File: src/rtl/tskal_pkg.sv
// ---------------------------------------------------------------------------
// Kalman unit package
// Widths, register codes, sequencer states and shared structs.
// ---------------------------------------------------------------------------
package tskal_pkg;

    localparam int CHANNELS_DEF = 3;

    localparam int SAMPLE_W = 16;               // sample and estimate
    localparam int AXIS_W   = 2;
    localparam int CFG_W    = 15;               // Q and R registers
    localparam int VAR_W    = 15;               // stored variance, 0..32767
    localparam int P_W      = 17;               // variance plus Q, and p plus R
    localparam int DIFF_W   = 17;               // sample minus estimate
    localparam int GAIN_W   = 16;               // Q15 gain, 0..32768
    localparam int MUL_W    = 18;               // signed multiplier operands
    localparam int PROD_W   = 2 * MUL_W;
    localparam int Q15_SHIFT = 15;
    localparam int DIV_CNT_W = 4;               // 15 remaining divider steps

    localparam logic [P_W-1:0]   ONE_Q15 = P_W'(32768);
    localparam logic [VAR_W-1:0] VAR_MAX = {VAR_W{1'b1}};

    typedef enum logic [0:0] {
        CFG_PROCESS_NOISE_Q,
        CFG_MEASURE_NOISE_R
    } cfg_reg_t;

    typedef enum logic [2:0] {
        ST_IDLE,
        ST_PREP,
        ST_DIV_START,
        ST_DIV_WAIT,
        ST_MUL_GAIN,
        ST_MUL_VAR,
        ST_UPDATE,
        ST_OUT
    } state_t;

    typedef struct packed {
        logic busy;
        logic done;
    } div_stat_t;

endpackage

File: src/rtl/tskal_if.sv
// ---------------------------------------------------------------------------
// Kalman unit channels
// Valid/ready interfaces for measurement samples and filtered results.
// ---------------------------------------------------------------------------
interface tskal_meas_if;
    logic                                  valid;
    logic                                  ready;
    logic signed [tskal_pkg::SAMPLE_W-1:0] sample;
    logic [tskal_pkg::AXIS_W-1:0]          axis;

    modport source (output valid, output sample, output axis, input ready);
    modport sink   (input valid, input sample, input axis, output ready);
endinterface

interface tskal_res_if;
    logic                                  valid;
    logic                                  ready;
    logic signed [tskal_pkg::SAMPLE_W-1:0] filtered;
    logic                                  axis_error;

    modport source (output valid, output filtered, output axis_error, input ready);
    modport sink   (input valid, input filtered, input axis_error, output ready);
endinterface

File: src/rtl/three_axis_scalar_kalman_unit.sv
// ---------------------------------------------------------------------------
// Three-axis scalar Kalman unit
// Q15 scalar Kalman update of a per-axis estimate and variance.
// ---------------------------------------------------------------------------
//  channel   direction   payload                        handshake
//  meas      in          sample[15:0] s, axis[1:0]      valid / ready
//  result    out         filtered[15:0] s, axis_error   valid / ready
//  cfg       in          cfg_addr[0], cfg_wdata[14:0]   cfg_we, no wait
//
// A valid-axis result is registered after acceptance through setup, divider
// load, 15 quotient steps, gain capture, two multiplier passes, write-back and
// output. An invalid-axis result goes from acceptance straight to output.
// meas.ready is high only when idle, so one measurement is in flight at a time.
// A waiting result holds the sequencer in its output state until it is taken.
// Reset clears estimates and variances to zero and Q and R to one.
// ---------------------------------------------------------------------------
module three_axis_scalar_kalman_unit #(
    parameter int CHANNELS = tskal_pkg::CHANNELS_DEF
) (
    input  logic                         clk,
    input  logic                         rst_n,
    input  logic                         cfg_we,
    input  logic [0:0]                   cfg_addr,
    input  logic [tskal_pkg::CFG_W-1:0]  cfg_wdata,
    tskal_meas_if.sink                   meas,
    tskal_res_if.source                  result
);

    localparam int IDX_W = (CHANNELS > 1) ? $clog2(CHANNELS) : 1;
    localparam int SW    = tskal_pkg::SAMPLE_W;

    tskal_pkg::state_t                 state_reg, state_next;
    logic [tskal_pkg::CFG_W-1:0]       q_reg, r_reg;

    logic signed [SW-1:0]              est_arr_reg [CHANNELS];
    logic [tskal_pkg::VAR_W-1:0]       var_arr_reg [CHANNELS];

    logic [IDX_W-1:0]                  ax_reg, ax_next;
    logic signed [SW-1:0]              sample_reg, sample_next;
    logic signed [SW-1:0]              est_old_reg, est_old_next;
    logic signed [SW-1:0]              est_new_reg, est_new_next;
    logic [tskal_pkg::P_W-1:0]         p_reg, p_next;
    logic [tskal_pkg::P_W-1:0]         d_reg, d_next;
    logic signed [tskal_pkg::DIFF_W-1:0] diff_reg, diff_next;
    logic [tskal_pkg::GAIN_W-1:0]      gain_reg, gain_next;
    logic                              err_reg, err_next;

    logic                              res_valid_reg, res_valid_next;
    logic signed [SW-1:0]              res_filt_reg, res_filt_next;
    logic                              res_err_reg, res_err_next;

    logic [IDX_W-1:0]                  in_idx;
    logic                              axis_ok;
    logic                              accept;
    logic                              arr_we;
    logic [tskal_pkg::VAR_W-1:0]       var_new;
    logic [tskal_pkg::MUL_W-1:0]       prod_hi;
    logic [tskal_pkg::MUL_W-1:0]       est_sum;

    logic                              div_start;
    tskal_pkg::div_stat_t              div_stat;
    logic [tskal_pkg::GAIN_W-1:0]      div_quot;

    logic signed [tskal_pkg::MUL_W-1:0]  mul_a, mul_b;
    logic signed [tskal_pkg::PROD_W-1:0] mul_prod;

    tskal_div u_div (
        .clk   (clk),
        .rst_n (rst_n),
        .start (div_start),
        .num   (p_reg),
        .den   (d_reg),
        .stat  (div_stat),
        .quot  (div_quot)
    );

    tskal_mul u_mul (
        .clk  (clk),
        .a    (mul_a),
        .b    (mul_b),
        .prod (mul_prod)
    );

    assign in_idx  = IDX_W'(meas.axis);
    assign axis_ok = (4'(meas.axis) < 4'(CHANNELS));
    assign accept  = meas.valid && meas.ready;

    // Product bits 32..15 hold floor(product / 2^15) for both multiplies.
    assign prod_hi = mul_prod[tskal_pkg::Q15_SHIFT + tskal_pkg::MUL_W - 1:tskal_pkg::Q15_SHIFT];
    assign est_sum = {{2{est_old_reg[SW-1]}}, est_old_reg} + prod_hi;
    assign var_new = (|prod_hi[tskal_pkg::MUL_W-1:tskal_pkg::VAR_W]) ? tskal_pkg::VAR_MAX
                                                                      : prod_hi[tskal_pkg::VAR_W-1:0];

    // Configuration registers.
    always_ff @(posedge clk or negedge rst_n)
    begin
        if (!rst_n)
        begin
            q_reg <= tskal_pkg::CFG_W'(1);
            r_reg <= tskal_pkg::CFG_W'(1);
        end
        else if (cfg_we)
        begin
            case (tskal_pkg::cfg_reg_t'(cfg_addr))
                tskal_pkg::CFG_PROCESS_NOISE_Q: q_reg <= cfg_wdata;
                tskal_pkg::CFG_MEASURE_NOISE_R: r_reg <= cfg_wdata;
                default: ;
            endcase
        end
    end

    // Per-axis state.
    always_ff @(posedge clk or negedge rst_n)
    begin
        if (!rst_n)
        begin
            for (int i = 0; i < CHANNELS; i++)
            begin
                est_arr_reg[i] <= '0;
                var_arr_reg[i] <= '0;
            end
        end
        else if (arr_we)
        begin
            est_arr_reg[ax_reg] <= est_new_reg;
            var_arr_reg[ax_reg] <= var_new;
        end
    end

    always_ff @(posedge clk or negedge rst_n)
    begin
        if (!rst_n)
        begin
            state_reg     <= tskal_pkg::ST_IDLE;
            res_valid_reg <= 1'b0;
        end
        else
        begin
            state_reg     <= state_next;
            res_valid_reg <= res_valid_next;
        end
    end

    always_ff @(posedge clk)
    begin
        ax_reg       <= ax_next;
        sample_reg   <= sample_next;
        est_old_reg  <= est_old_next;
        est_new_reg  <= est_new_next;
        p_reg        <= p_next;
        d_reg        <= d_next;
        diff_reg     <= diff_next;
        gain_reg     <= gain_next;
        err_reg      <= err_next;
        res_filt_reg <= res_filt_next;
        res_err_reg  <= res_err_next;
    end

    always_comb
    begin
        state_next     = state_reg;
        ax_next        = ax_reg;
        sample_next    = sample_reg;
        est_old_next   = est_old_reg;
        est_new_next   = est_new_reg;
        p_next         = p_reg;
        d_next         = d_reg;
        diff_next      = diff_reg;
        gain_next      = gain_reg;
        err_next       = err_reg;
        res_valid_next = res_valid_reg && !result.ready;
        res_filt_next  = res_filt_reg;
        res_err_next   = res_err_reg;
        div_start      = 1'b0;
        arr_we         = 1'b0;
        mul_a          = '0;
        mul_b          = '0;
        meas.ready     = (state_reg == tskal_pkg::ST_IDLE);

        case (state_reg)
            tskal_pkg::ST_IDLE:
            begin
                if (accept)
                begin
                    ax_next     = in_idx;
                    sample_next = meas.sample;
                    err_next    = !axis_ok;
                    if (axis_ok)
                    begin
                        p_next     = {2'b00, var_arr_reg[in_idx]} + {2'b00, q_reg};
                        state_next = tskal_pkg::ST_PREP;
                    end
                    else
                    begin
                        state_next = tskal_pkg::ST_OUT;
                    end
                end
            end
            tskal_pkg::ST_PREP:
            begin
                d_next       = p_reg + {2'b00, r_reg};
                est_old_next = est_arr_reg[ax_reg];
                diff_next    = {sample_reg[SW-1], sample_reg}
                             - {est_arr_reg[ax_reg][SW-1], est_arr_reg[ax_reg]};
                state_next   = tskal_pkg::ST_DIV_START;
            end
            tskal_pkg::ST_DIV_START:
            begin
                div_start  = 1'b1;
                state_next = tskal_pkg::ST_DIV_WAIT;
            end
            tskal_pkg::ST_DIV_WAIT:
            begin
                if (div_stat.done)
                begin
                    gain_next  = div_quot;
                    state_next = tskal_pkg::ST_MUL_GAIN;
                end
            end
            tskal_pkg::ST_MUL_GAIN:
            begin
                mul_a      = {2'b00, gain_reg};
                mul_b      = {diff_reg[tskal_pkg::DIFF_W-1], diff_reg};
                state_next = tskal_pkg::ST_MUL_VAR;
            end
            tskal_pkg::ST_MUL_VAR:
            begin
                // The correction lies between zero and the difference, so the
                // new estimate always fits the sample width.
                est_new_next = est_sum[SW-1:0];
                mul_a        = {1'b0, p_reg};
                mul_b        = {1'b0, tskal_pkg::ONE_Q15 - {1'b0, gain_reg}};
                state_next   = tskal_pkg::ST_UPDATE;
            end
            tskal_pkg::ST_UPDATE:
            begin
                arr_we     = 1'b1;
                state_next = tskal_pkg::ST_OUT;
            end
            tskal_pkg::ST_OUT:
            begin
                if (!res_valid_reg || result.ready)
                begin
                    res_valid_next = 1'b1;
                    res_filt_next  = err_reg ? '0 : est_new_reg;
                    res_err_next   = err_reg;
                    state_next     = tskal_pkg::ST_IDLE;
                end
            end
            default:
            begin
                state_next = tskal_pkg::ST_IDLE;
            end
        endcase
    end

    assign result.valid      = res_valid_reg;
    assign result.filtered   = res_filt_reg;
    assign result.axis_error = res_err_reg;

endmodule

File: src/rtl/tskal_div.sv
// ---------------------------------------------------------------------------
// Kalman gain divider
// Restoring divider, one quotient bit per cycle: floor(num * 2^15 / den).
// ---------------------------------------------------------------------------
module tskal_div (
    input  logic                              clk,
    input  logic                              rst_n,
    input  logic                              start,
    input  logic [tskal_pkg::P_W-1:0]         num,
    input  logic [tskal_pkg::P_W-1:0]         den,
    output tskal_pkg::div_stat_t              stat,
    output logic [tskal_pkg::GAIN_W-1:0]      quot
);

    logic                                busy_reg, busy_next;
    logic                                done_reg, done_next;
    logic [tskal_pkg::DIV_CNT_W-1:0]     cnt_reg, cnt_next;
    logic [tskal_pkg::P_W-1:0]           rem_reg, rem_next;
    logic [tskal_pkg::P_W-1:0]           den_reg, den_next;
    logic [tskal_pkg::GAIN_W-1:0]        quot_reg, quot_next;
    logic [tskal_pkg::P_W:0]             rem_shift;
    logic                                step_bit;

    always_ff @(posedge clk or negedge rst_n)
    begin
        if (!rst_n)
        begin
            busy_reg <= 1'b0;
            done_reg <= 1'b0;
            cnt_reg  <= '0;
        end
        else
        begin
            busy_reg <= busy_next;
            done_reg <= done_next;
            cnt_reg  <= cnt_next;
        end
    end

    always_ff @(posedge clk)
    begin
        rem_reg  <= rem_next;
        den_reg  <= den_next;
        quot_reg <= quot_next;
    end

    assign rem_shift = {rem_reg, 1'b0};
    assign step_bit  = (rem_shift >= {1'b0, den_reg});

    always_comb
    begin
        busy_next = busy_reg;
        done_next = 1'b0;
        cnt_next  = cnt_reg;
        rem_next  = rem_reg;
        den_next  = den_reg;
        quot_next = quot_reg;
        if (start)
        begin
            den_next = den;
            if (den == '0)
            begin
                // A zero denominator gives a zero gain.
                quot_next = '0;
                done_next = 1'b1;
            end
            else
            begin
                // The integer part of num/den is 0 or 1 since num never exceeds den.
                quot_next = {{(tskal_pkg::GAIN_W-1){1'b0}}, (num >= den)};
                rem_next  = (num >= den) ? (num - den) : num;
                cnt_next  = tskal_pkg::DIV_CNT_W'(tskal_pkg::Q15_SHIFT);
                busy_next = 1'b1;
            end
        end
        else if (busy_reg)
        begin
            rem_next  = step_bit ? tskal_pkg::P_W'(rem_shift - {1'b0, den_reg})
                                 : rem_shift[tskal_pkg::P_W-1:0];
            quot_next = {quot_reg[tskal_pkg::GAIN_W-2:0], step_bit};
            cnt_next  = cnt_reg - 1'b1;
            if (cnt_reg == tskal_pkg::DIV_CNT_W'(1))
            begin
                busy_next = 1'b0;
                done_next = 1'b1;
            end
        end
    end

    assign stat.busy = busy_reg;
    assign stat.done = done_reg;
    assign quot      = quot_reg;

endmodule

File: src/rtl/tskal_mul.sv
// ---------------------------------------------------------------------------
// Kalman shared multiplier
// Signed 18 by 18 multiplier with a registered product.
// ---------------------------------------------------------------------------
module tskal_mul (
    input  logic                                 clk,
    input  logic signed [tskal_pkg::MUL_W-1:0]   a,
    input  logic signed [tskal_pkg::MUL_W-1:0]   b,
    output logic signed [tskal_pkg::PROD_W-1:0]  prod
);

    logic signed [tskal_pkg::PROD_W-1:0] prod_reg;

    always_ff @(posedge clk)
    begin
        prod_reg <= a * b;
    end

    assign prod = prod_reg;

endmodule

File: src/flat_wrapper.sv
// flat-port wrapper written by rule: the top's interface ports become plain ports
module three_axis_scalar_kalman_unit_flat 
#(
    parameter int CHANNELS = tskal_pkg::CHANNELS_DEF
)
  (clk, rst_n, cfg_we, cfg_addr, cfg_wdata, meas_valid, meas_sample, meas_axis, meas_ready, result_valid, result_filtered, result_axis_error, result_ready);
  tskal_meas_if meas_i ();
  tskal_res_if result_i ();
  input  logic clk;
  input  logic rst_n;
  input  logic cfg_we;
  input  logic [0:0] cfg_addr;
  input  logic [tskal_pkg::CFG_W-1:0] cfg_wdata;
  input wire logic [$bits(meas_i.valid)-1:0] meas_valid;
  input wire logic [$bits(meas_i.sample)-1:0] meas_sample;
  input wire logic [$bits(meas_i.axis)-1:0] meas_axis;
  output wire logic [$bits(meas_i.ready)-1:0] meas_ready;
  output wire logic [$bits(result_i.valid)-1:0] result_valid;
  output wire logic [$bits(result_i.filtered)-1:0] result_filtered;
  output wire logic [$bits(result_i.axis_error)-1:0] result_axis_error;
  input wire logic [$bits(result_i.ready)-1:0] result_ready;
  assign meas_i.valid = meas_valid;
  assign meas_i.sample = meas_sample;
  assign meas_i.axis = meas_axis;
  assign meas_ready = meas_i.ready;
  assign result_valid = result_i.valid;
  assign result_filtered = result_i.filtered;
  assign result_axis_error = result_i.axis_error;
  assign result_i.ready = result_ready;
  three_axis_scalar_kalman_unit #(.CHANNELS(CHANNELS)) u_core (.clk(clk), .rst_n(rst_n), .cfg_we(cfg_we), .cfg_addr(cfg_addr), .cfg_wdata(cfg_wdata), .meas(meas_i), .result(result_i));
endmodule
File: config.mk
export PLATFORM = sky130hd
export DESIGN_NAME = three_axis_scalar_kalman_unit_flat
export DESIGN_NICKNAME = d
export VERILOG_FILES = /design/src/rtl/tskal_pkg.sv /design/src/rtl/tskal_if.sv /design/src/rtl/three_axis_scalar_kalman_unit.sv /design/src/rtl/tskal_div.sv /design/src/rtl/tskal_mul.sv /design/src/flat_wrapper.sv
export SDC_FILE = /design/constraint.sdc
export NUM_CORES = 1
export LEC_CHECK = 0
export BUFFER_PORTS_ARGS = -buffer_cell sky130_fd_sc_hd__buf_2
export CORE_MARGIN = 8
export CORE_UTILIZATION = 60
export CTS_CLUSTER_DIAMETER = 50
export DETAILED_ROUTE_END_ITERATION = 8
export PLACE_DENSITY_LB_ADDON = 0.2
export SLEW_MARGIN = 0
export SYNTH_ARGS = -nofsm -noshare
export SYNTH_HDL_FRONTEND = slang
export SYNTH_SLANG_ARGS = --single-unit
export TNS_END_PERCENT = 1
File: constraint.sdc
create_clock -name clk -period 19.37 [get_ports clk]
set_clock_uncertainty 0.15 [all_clocks]
set_input_delay 2.9055 -clock clk [delete_from_list [all_inputs] [get_ports clk]]
set_output_delay 2.9055 -clock clk [all_outputs]
set_load 0.1 [all_outputs]
# Yosys cells after proc, flatten, opt, wreduce, memory -nomap -nowiden
# Cells that the tools add are included.
[totals]
word_cells = 120
in_bits = 39
register_bits = 351
rom_bits = 0
mem_bits_rw = 0
n_memories = 0
out_inout_bits = 19
latchBits = 0
[op_classes]
magnitude_cmp = 6
n_div = 0
bitwise = 3
multipliers = 1
n_shift = 0
add_sub_neg = 8
mux = 43
n_reduce_logical = 19
n_eq_ne = 12
[op_table]
columns = ["operator", "n"]
rows = [
  ["$mux 17", 5],
  ["$mux 16", 5],
  ["$mux 15", 4],
  ["$bwmux 48", 1],
  ["$bwmux 45", 1],
  ["$pmux 18 s2", 1],
  ["$pmux 17 s2", 1],
  ["$sub 17x17->17", 2],
  ["$mul 18x18->33", 1],
  ["$bmux 16 s2", 1],
  ["$demux 16 s2", 1],
  ["$bmux 15 s2", 1],
  ["$demux 15 s2", 1],
  ["$pmux 3 s8", 1],
  ["$ge 18x17->1", 1],
  ["$add 17x15->17", 1],
  ["$ge 17x17->1", 1],
  ["$logic_not 17->1", 1],
  ["$sub 16x16->17", 1],
  ["$sub 16x16->17 const A", 1],
  ["$add 15x15->16", 1],
  ["$add 16x16->16", 1],
  ["$mux 1", 13],
  ["$eq 3x3->1 const B", 4],
  ["other kinds (21)", 41],
]

# Logic depth before layout (Yosys ltp)
[logic_depth]
word_depth = 6
mapped_depth = 32
depth_no_buf = 31

# Cells and area by module
# A second synthesis with hierarchy kept.
[unflattened]
hier_cells = 2919
area_unflattened_um2 = 30146.4
[by_module_without_submodules]
columns = ["mod", "cells_each", "seq_area_each_um2", "instances", "area_each_um2"]
rows = [
  ["three_axis_scalar_kalman_unit", 1113, 7204.4, 1, 13086.3],
  ["tskal_mul", 1363, 720.7, 1, 12834.8],
  ["tskal_div", 443, 1651.6, 1, 4225.3],
]

# Worst setup path after synthesis
# Ideal clock, no wire load.
[synth_timing]
kind = "reg-to-reg"
from = "register u_core.gain_reg[6] (netlist bit)"
to = "register u_core.u_mul.prod_reg, in the netlist u_core.u_mul.prod[32]"
required_time_ps = 19102
setup_slack_ps = 11839
synth_period_minus_slack_ps = 7531
path_buffers = 1
setup_ps = 118
stages_incl_launch_ff = 30
t_arrival_ps = 7262
path_cell_list = "edfxtp_1 -> or4_1 -> nor4_1 -> nand2_1 -> xor2_1 -> mux2i_1 -> nor2_1 -> clkbuf_1 -> nand2_1 -> fa_1 -> inv_1 -> fa_1 -> inv_1 -> fa_1 -> inv_1 -> fa_1 -> fa_1 -> inv_1 -> fa_1 -> inv_1 -> ha_1 -> a21o_1 -> o311ai_1 -> o211ai_4 -> a221oi_4 -> a2111oi_4 -> o21ai_2 -> nand2b_2 -> a21oi_2 -> xnor2_1"
[synth_between]
elab_chain_cells = 3
elab_cells_between_ends = 4
cone_classes = "add/sub (1); mul (1); mux (2)"
[synth_lines]
columns = ["element", "line_no", "source"]
rows = [
  ["start, declared", "three_axis_scalar_kalman_unit.sv:45", "logic [tskal_pkg::GAIN_W-1:0] gain_reg, gain_next;"],
  ["start signal, assigned", "three_axis_scalar_kalman_unit.sv:153", "gain_reg <= gain_next;"],
  ["$sub 16x16->17", "three_axis_scalar_kalman_unit.sv:232", "mul_b = {1'b0, tskal_pkg::ONE_Q15 - {1'b0, gain_reg}};"],
  ["$pmux 18 s2", "three_axis_scalar_kalman_unit.sv:180", "case (state_reg)"],
  ["$mul 18x18->33 *", "tskal_mul.sv:16", "prod_reg <= a * b;"],
  ["end signal, assigned", "tskal_mul.sv:16", ""],
  ["end, declared", "tskal_mul.sv:12", "logic signed [tskal_pkg::PROD_W-1:0] prod_reg;"],
]
# Every way passes the cells marked *; elsewhere a longest branch is shown, timed or not.
# A chain may end at the register's enable or synchronous reset.

# Worst setup path after layout
[layout_timing]
from = "register u_core.gain_reg[5] (netlist bit)"
to = "register u_core.u_mul.prod_reg, in the netlist u_core.u_mul.prod[32]"
# The elaborated chain is that of the path after synthesis.

==> impl_results.html <==
<table>
<tr><th>Metric</th><th>Value</th></tr>
<tr><th colspan="2">Outcome</th></tr>
<tr><td>Run status</td><td>finished clean</td></tr>
<tr><th colspan="2">Cells and area</th></tr>
<tr><td>Number of nets in the final layout</td><td>~3,100</td></tr>
<tr><td>Share of post-route cells with drive strength above 1</td><td>under 10%</td></tr>
<tr><td>Post-route design area</td><td>between 20,000 and 30,000 um2</td></tr>
<tr><td>Number of flip-flops under the largest register name</td><td>48</td></tr>
<tr><td>Area added between synthesis and finish</td><td>8.27%</td></tr>
<tr><td>Count of fill cells added during filler insertion</td><td>3,507</td></tr>
<tr><td>Fin cells</td><td>3,266</td></tr>
<tr><th colspan="2">Logic synthesis</th></tr>
<tr><td>Fraction of the yosys area taken by sequential cells</td><td>34.9%</td></tr>
<tr><td>Largest area contributor in the netlist</td><td>sky130_fd_sc_hd__edfxtp_1</td></tr>
<tr><td>Yosys reg bits</td><td>335</td></tr>
<tr><td>Mean instance size in the synthesized netlist</td><td>slightly above 10 um2</td></tr>
<tr><td>Number of standard cells after synthesis</td><td>2,611</td></tr>
<tr><td>Total of warnings raised by yosys</td><td>0</td></tr>
<tr><td>Cell area after synthesis</td><td>26,400 um2</td></tr>
<tr><td>EDFF count, synth</td><td>184</td></tr>
<tr><td>Prevailing post-synth register cell</td><td>sky130_fd_sc_hd__edfxtp_1</td></tr>
<tr><td>Synth unique cells</td><td>80</td></tr>
<tr><td>Share of Yosys cell area claimed by the top area cell type</td><td>around a fifth</td></tr>
<tr><td>Top post-synthesis cells by count</td><td>sky130_fd_sc_hd__inv_1 (375), sky130_fd_sc_hd__nor2_1 (289), sky130_fd_sc_hd__nand2_1 (264)</td></tr>
<tr><td>Post-synthesis net count</td><td>between 3,000 and 4,000</td></tr>
<tr><td>Synth top area cells</td><td>sky130_fd_sc_hd__edfxtp_1 (21%), sky130_fd_sc_hd__fa_1 (17%), sky130_fd_sc_hd__dfrtp_1 (12%), sky130_fd_sc_hd__ha_1 (10%), sky130_fd_sc_hd__inv_1 (5.3%)</td></tr>
<tr><td>Most repeated cell in the gate-level netlist after synthesis</td><td>sky130_fd_sc_hd__inv_1</td></tr>
<tr><td>Share of flip-flops with an asynchronous set or reset</td><td>approximately two fifths</td></tr>
<tr><th colspan="2">Floorplanning</th></tr>
<tr><td>Count of boundary I/O pins</td><td>58</td></tr>
<tr><td>CORE AREA</td><td>between 40,000 and 50,000 um2</td></tr>
<tr><td>Die Height</td><td>about 230 um</td></tr>
<tr><td>Initial Utilization</td><td>roughly three fifths</td></tr>
<tr><td>DIE WIDTH</td><td>226 um</td></tr>
<tr><td>Die ar.</td><td>around 51,000 um2</td></tr>
<tr><td>Number of core rows</td><td>77</td></tr>
<tr><th colspan="2">Clocking</th></tr>
<tr><td>Setup fix buffers added after clock tree synthesis</td><td>0</td></tr>
<tr><td>Clk Tree Root Cell</td><td>sky130_fd_sc_hd__clkbuf_16</td></tr>
<tr><td>TritonCTS clock tree</td><td>done</td></tr>
<tr><td>Count of hold-fix buffers inserted at cts</td><td>0</td></tr>
<tr><td>Total clock buffers created by CTS</td><td>37</td></tr>
<tr><td>Insertion delay of the later-clocked pin in the worst-skew pair</td><td>550 ps</td></tr>
<tr><td>Post-cts sizing count</td><td>0</td></tr>
<tr><td>Clock buffer depth</td><td>3</td></tr>
<tr><td>Clock sinks</td><td>335</td></tr>
<tr><td>Number of levels the H-tree was split into</td><td>2</td></tr>
<tr><td>Clock-pin slew reported for the worst setup and hold paths after clock tree synthesis</td><td>~60 ps</td></tr>
<tr><th colspan="2">Timing</th></tr>
<tr><td>Timing-limited maximum frequency</td><td>114 MHz</td></tr>
<tr><td>Max-slew violation count</td><td>0</td></tr>
<tr><td>Setup Viol. Count Final</td><td>0</td></tr>
<tr><td>Final period demand of the worst path</td><td>8740 ps</td></tr>
<tr><td>Setup repair after global routing missed its margin</td><td>no</td></tr>
<tr><td>Final Cycle Share</td><td>roughly 45%</td></tr>
<tr><td>Pin slew with the least headroom to its limit</td><td>1280 ps</td></tr>
<tr><td>Setup_tns</td><td>0 ps</td></tr>
<tr><td>Count of final hold-check violations</td><td>0</td></tr>
<tr><td>Rel. slew slack</td><td>between 10 and 15%</td></tr>
<tr><td>Setup slack after layout</td><td>10,630 ps</td></tr>
<tr><th colspan="2">Place</th></tr>
<tr><td>Cell count after placement</td><td>3,197</td></tr>
<tr><td>IO buf count</td><td>57</td></tr>
<tr><td>Final HPWL from detailed placement</td><td>50,000 um</td></tr>
<tr><td>Instance area at placement</td><td>27,300 um2</td></tr>
<tr><td>Worst slack at placement</td><td>approximately 11,000 ps</td></tr>
<tr><td>Routability congestion estimate</td><td>~0.98</td></tr>
<tr><th colspan="2">Global routing</th></tr>
<tr><td>Grt peak-use layer</td><td>met2</td></tr>
<tr><td>Met2 Use GR</td><td>a little over two fifths</td></tr>
<tr><td>Number of antenna violations at the first check in global routing</td><td>1</td></tr>
<tr><td>Global-route wire length before repair</td><td>about 100,000 um</td></tr>
<tr><td>Remaining global-route overflow</td><td>0</td></tr>
<tr><td>Number of global-route vias before repair</td><td>between 15,000 and 20,000</td></tr>
<tr><td>Met1 Track Usage GR</td><td>roughly 34%</td></tr>
<tr><td>Grt met3 use</td><td>under 10%</td></tr>
<tr><td>Total track usage</td><td>a little over a quarter</td></tr>
<tr><td>Largest net degree at the start of global routing</td><td>79</td></tr>
<tr><th colspan="2">Setup path</th></tr>
<tr><td>Startpoint Class</td><td>flip-flop</td></tr>
<tr><td>Data required time of the worst path</td><td>around 20,000 ps</td></tr>
<tr><td>Slowest stage cell on the critical path</td><td>sky130_fd_sc_hd__nor2_1</td></tr>
<tr><td>Top fanout value on the critical path</td><td>14</td></tr>
<tr><td>Sort of element at the end of the critical path</td><td>flip-flop</td></tr>
<tr><td>Cell mode on critical path</td><td>sky130_fd_sc_hd__fa_1</td></tr>
<tr><td>Longest individual stage delay on the worst path</td><td>1000 ps</td></tr>
<tr><td>Crit path DAT</td><td>9000 ps</td></tr>
<tr><td>Category of the most critical setup path</td><td>reg -&gt; reg</td></tr>
<tr><th colspan="2">Worst hold path</th></tr>
<tr><td>Worst hold path type</td><td>reg -&gt; reg</td></tr>
<tr><th colspan="2">Route</th></tr>
<tr><td>Final wirelength</td><td>about 65,000 um</td></tr>
<tr><td>Remaining routing DRC violations</td><td>0</td></tr>
<tr><td>Vias per Instance</td><td>approximately 5.8</td></tr>
<tr><td>First-pass iteration count of the detailed router</td><td>5</td></tr>
<tr><td>Number of nets with antenna violations after routing</td><td>0</td></tr>
<tr><td>First-iteration detailed-routing DRC count</td><td>between 1,000 and 1,500</td></tr>
<tr><td>Wire length per cell</td><td>roughly 20 um</td></tr>
<tr><td>Total vias in the final route</td><td>18,800</td></tr>
<tr><th colspan="2">Power</th></tr>
<tr><td>Pwr per Cell Area</td><td>101 nW/um2</td></tr>
<tr><td>Total Power</td><td>~0.0029 W</td></tr>
<tr><td>Peak VDD IR</td><td>between 0.1 and 0.15 mV</td></tr>
<tr><td>Lkg Pwr</td><td>13.1 nW</td></tr>
<tr><th colspan="2">Job</th></tr>
<tr><td>Maximum Capacitance Violations</td><td>0</td></tr>
</table>
==> per-layer routing <==
layer	routed length, um	vias up	part of all wire, %
met5	13	-	0.020
met2	30600	678	47
met3	4450	174	6.8
li1	-	8708	-
met4	2750	2	4.2
met1	27400	9272	42
==> kinds of logic after synthesis <==
group / count (synthesis) / share of synthesized area, %
buffers and inverters: 460 / 6.59
adders and majority gates: 439 / 27.3
DFF: 335 / 34.9
and+or+nand+nor: 794 / 13.3
muxes: 157 / 6.41
xor gates and xnor gates: 96 / 3.19
AOI/OAI and AO/OA: 330 / 8.22
==> cells in the final DEF, fill, tap and decap left out, types with 79 or more instances in the layout <==
cell	synthesis	routed
sky130_fd_sc_hd__nand2_1	264	264
sky130_fd_sc_hd__mux2_2	92	92
sky130_fd_sc_hd__ha_1	210	210
sky130_fd_sc_hd__fa_1	229	229
sky130_fd_sc_hd__xnor2_1	79	79
sky130_fd_sc_hd__dfrtp_1	131	131
sky130_fd_sc_hd__nor2_1	289	288
sky130_fd_sc_hd__inv_1	375	375
sky130_fd_sc_hd__edfxtp_1	184	184
sky130_fd_sc_hd__a21oi_1	105	105
==> worst max-delay path, delay by kind of cell, from the launching register on <==
| kind | cells | cell delay (ps) |
|---|---|---|
| buf+inv | 5 | 240 |
| fa+ha+maj | 7 | 3310 |
| simple gates | 6 | 2280 |
| xor+xnor | 2 | 270 |
| mux | 1 | 150 |
| compound gates | 7 | 1770 |
| flops | 1 | 460 |
==> final timing paths <==
| check | start | to | slack [ps] | depth (start not counted) |
|---|---|---|---|---|
| max | u_core.gain_reg[5] | u_core.u_mul.prod[32] | 10630 | 28 |
| min reg2reg | u_core.u_div.quot[15] | u_core.gain_reg[15] | 290 | 0 |
| max reg2reg | u_core.gain_reg[5] | u_core.u_mul.prod[32] | 10630 | 28 |
| max in group asynchronous | rst_n | u_core.est_arr_reg[31] | 15490 | 2 |
| min in group asynchronous | rst_n | u_core.var_arr_reg[34] | 2160 | 1 |
| min | u_core.u_div.quot[15] | u_core.gain_reg[15] | 290 | 0 |
==> where the power goes <==
part	leakage [nW]	internal, W	total (W)	switching, W
Combinational	8.89	0.000412	0.00105	0.000633
Clock	0.628	0.000443	0.000732	0.000289
Sequential	3.57	0.00100	0.00111	0.000108
==> area by class of cell <==
| cell class | instances | area (um2) | area share [%] |
|---|---|---|---|
| Multi-Input combinational cell | 1816 | 15400 | 54.1 |
| Clock buffer | 48 | 1020 | 3.56 |
| Clock inverter | 20 | 284 | 0.994 |
| Timing Repair Buffer | 75 | 427 | 1.49 |
| Antenna cell | 1 | 2.50 | 0.00876 |
| Inverter | 379 | 1420 | 4.98 |
| Tap cell | 592 | 741 | 2.59 |
| Sequential cell | 335 | 9220 | 32.3 |
==> per-stage QoR <==
stage | utilization, % | hold WS, ps
floorplan | - | 250
global placement | 62.2 | 252
detailed placement | 62.2 | 263
CTS | 65.1 | 288
global route | 65.1 | 292
finish | 65.2 | 285
Note: power is estimated with default switching activity, not from simulation.
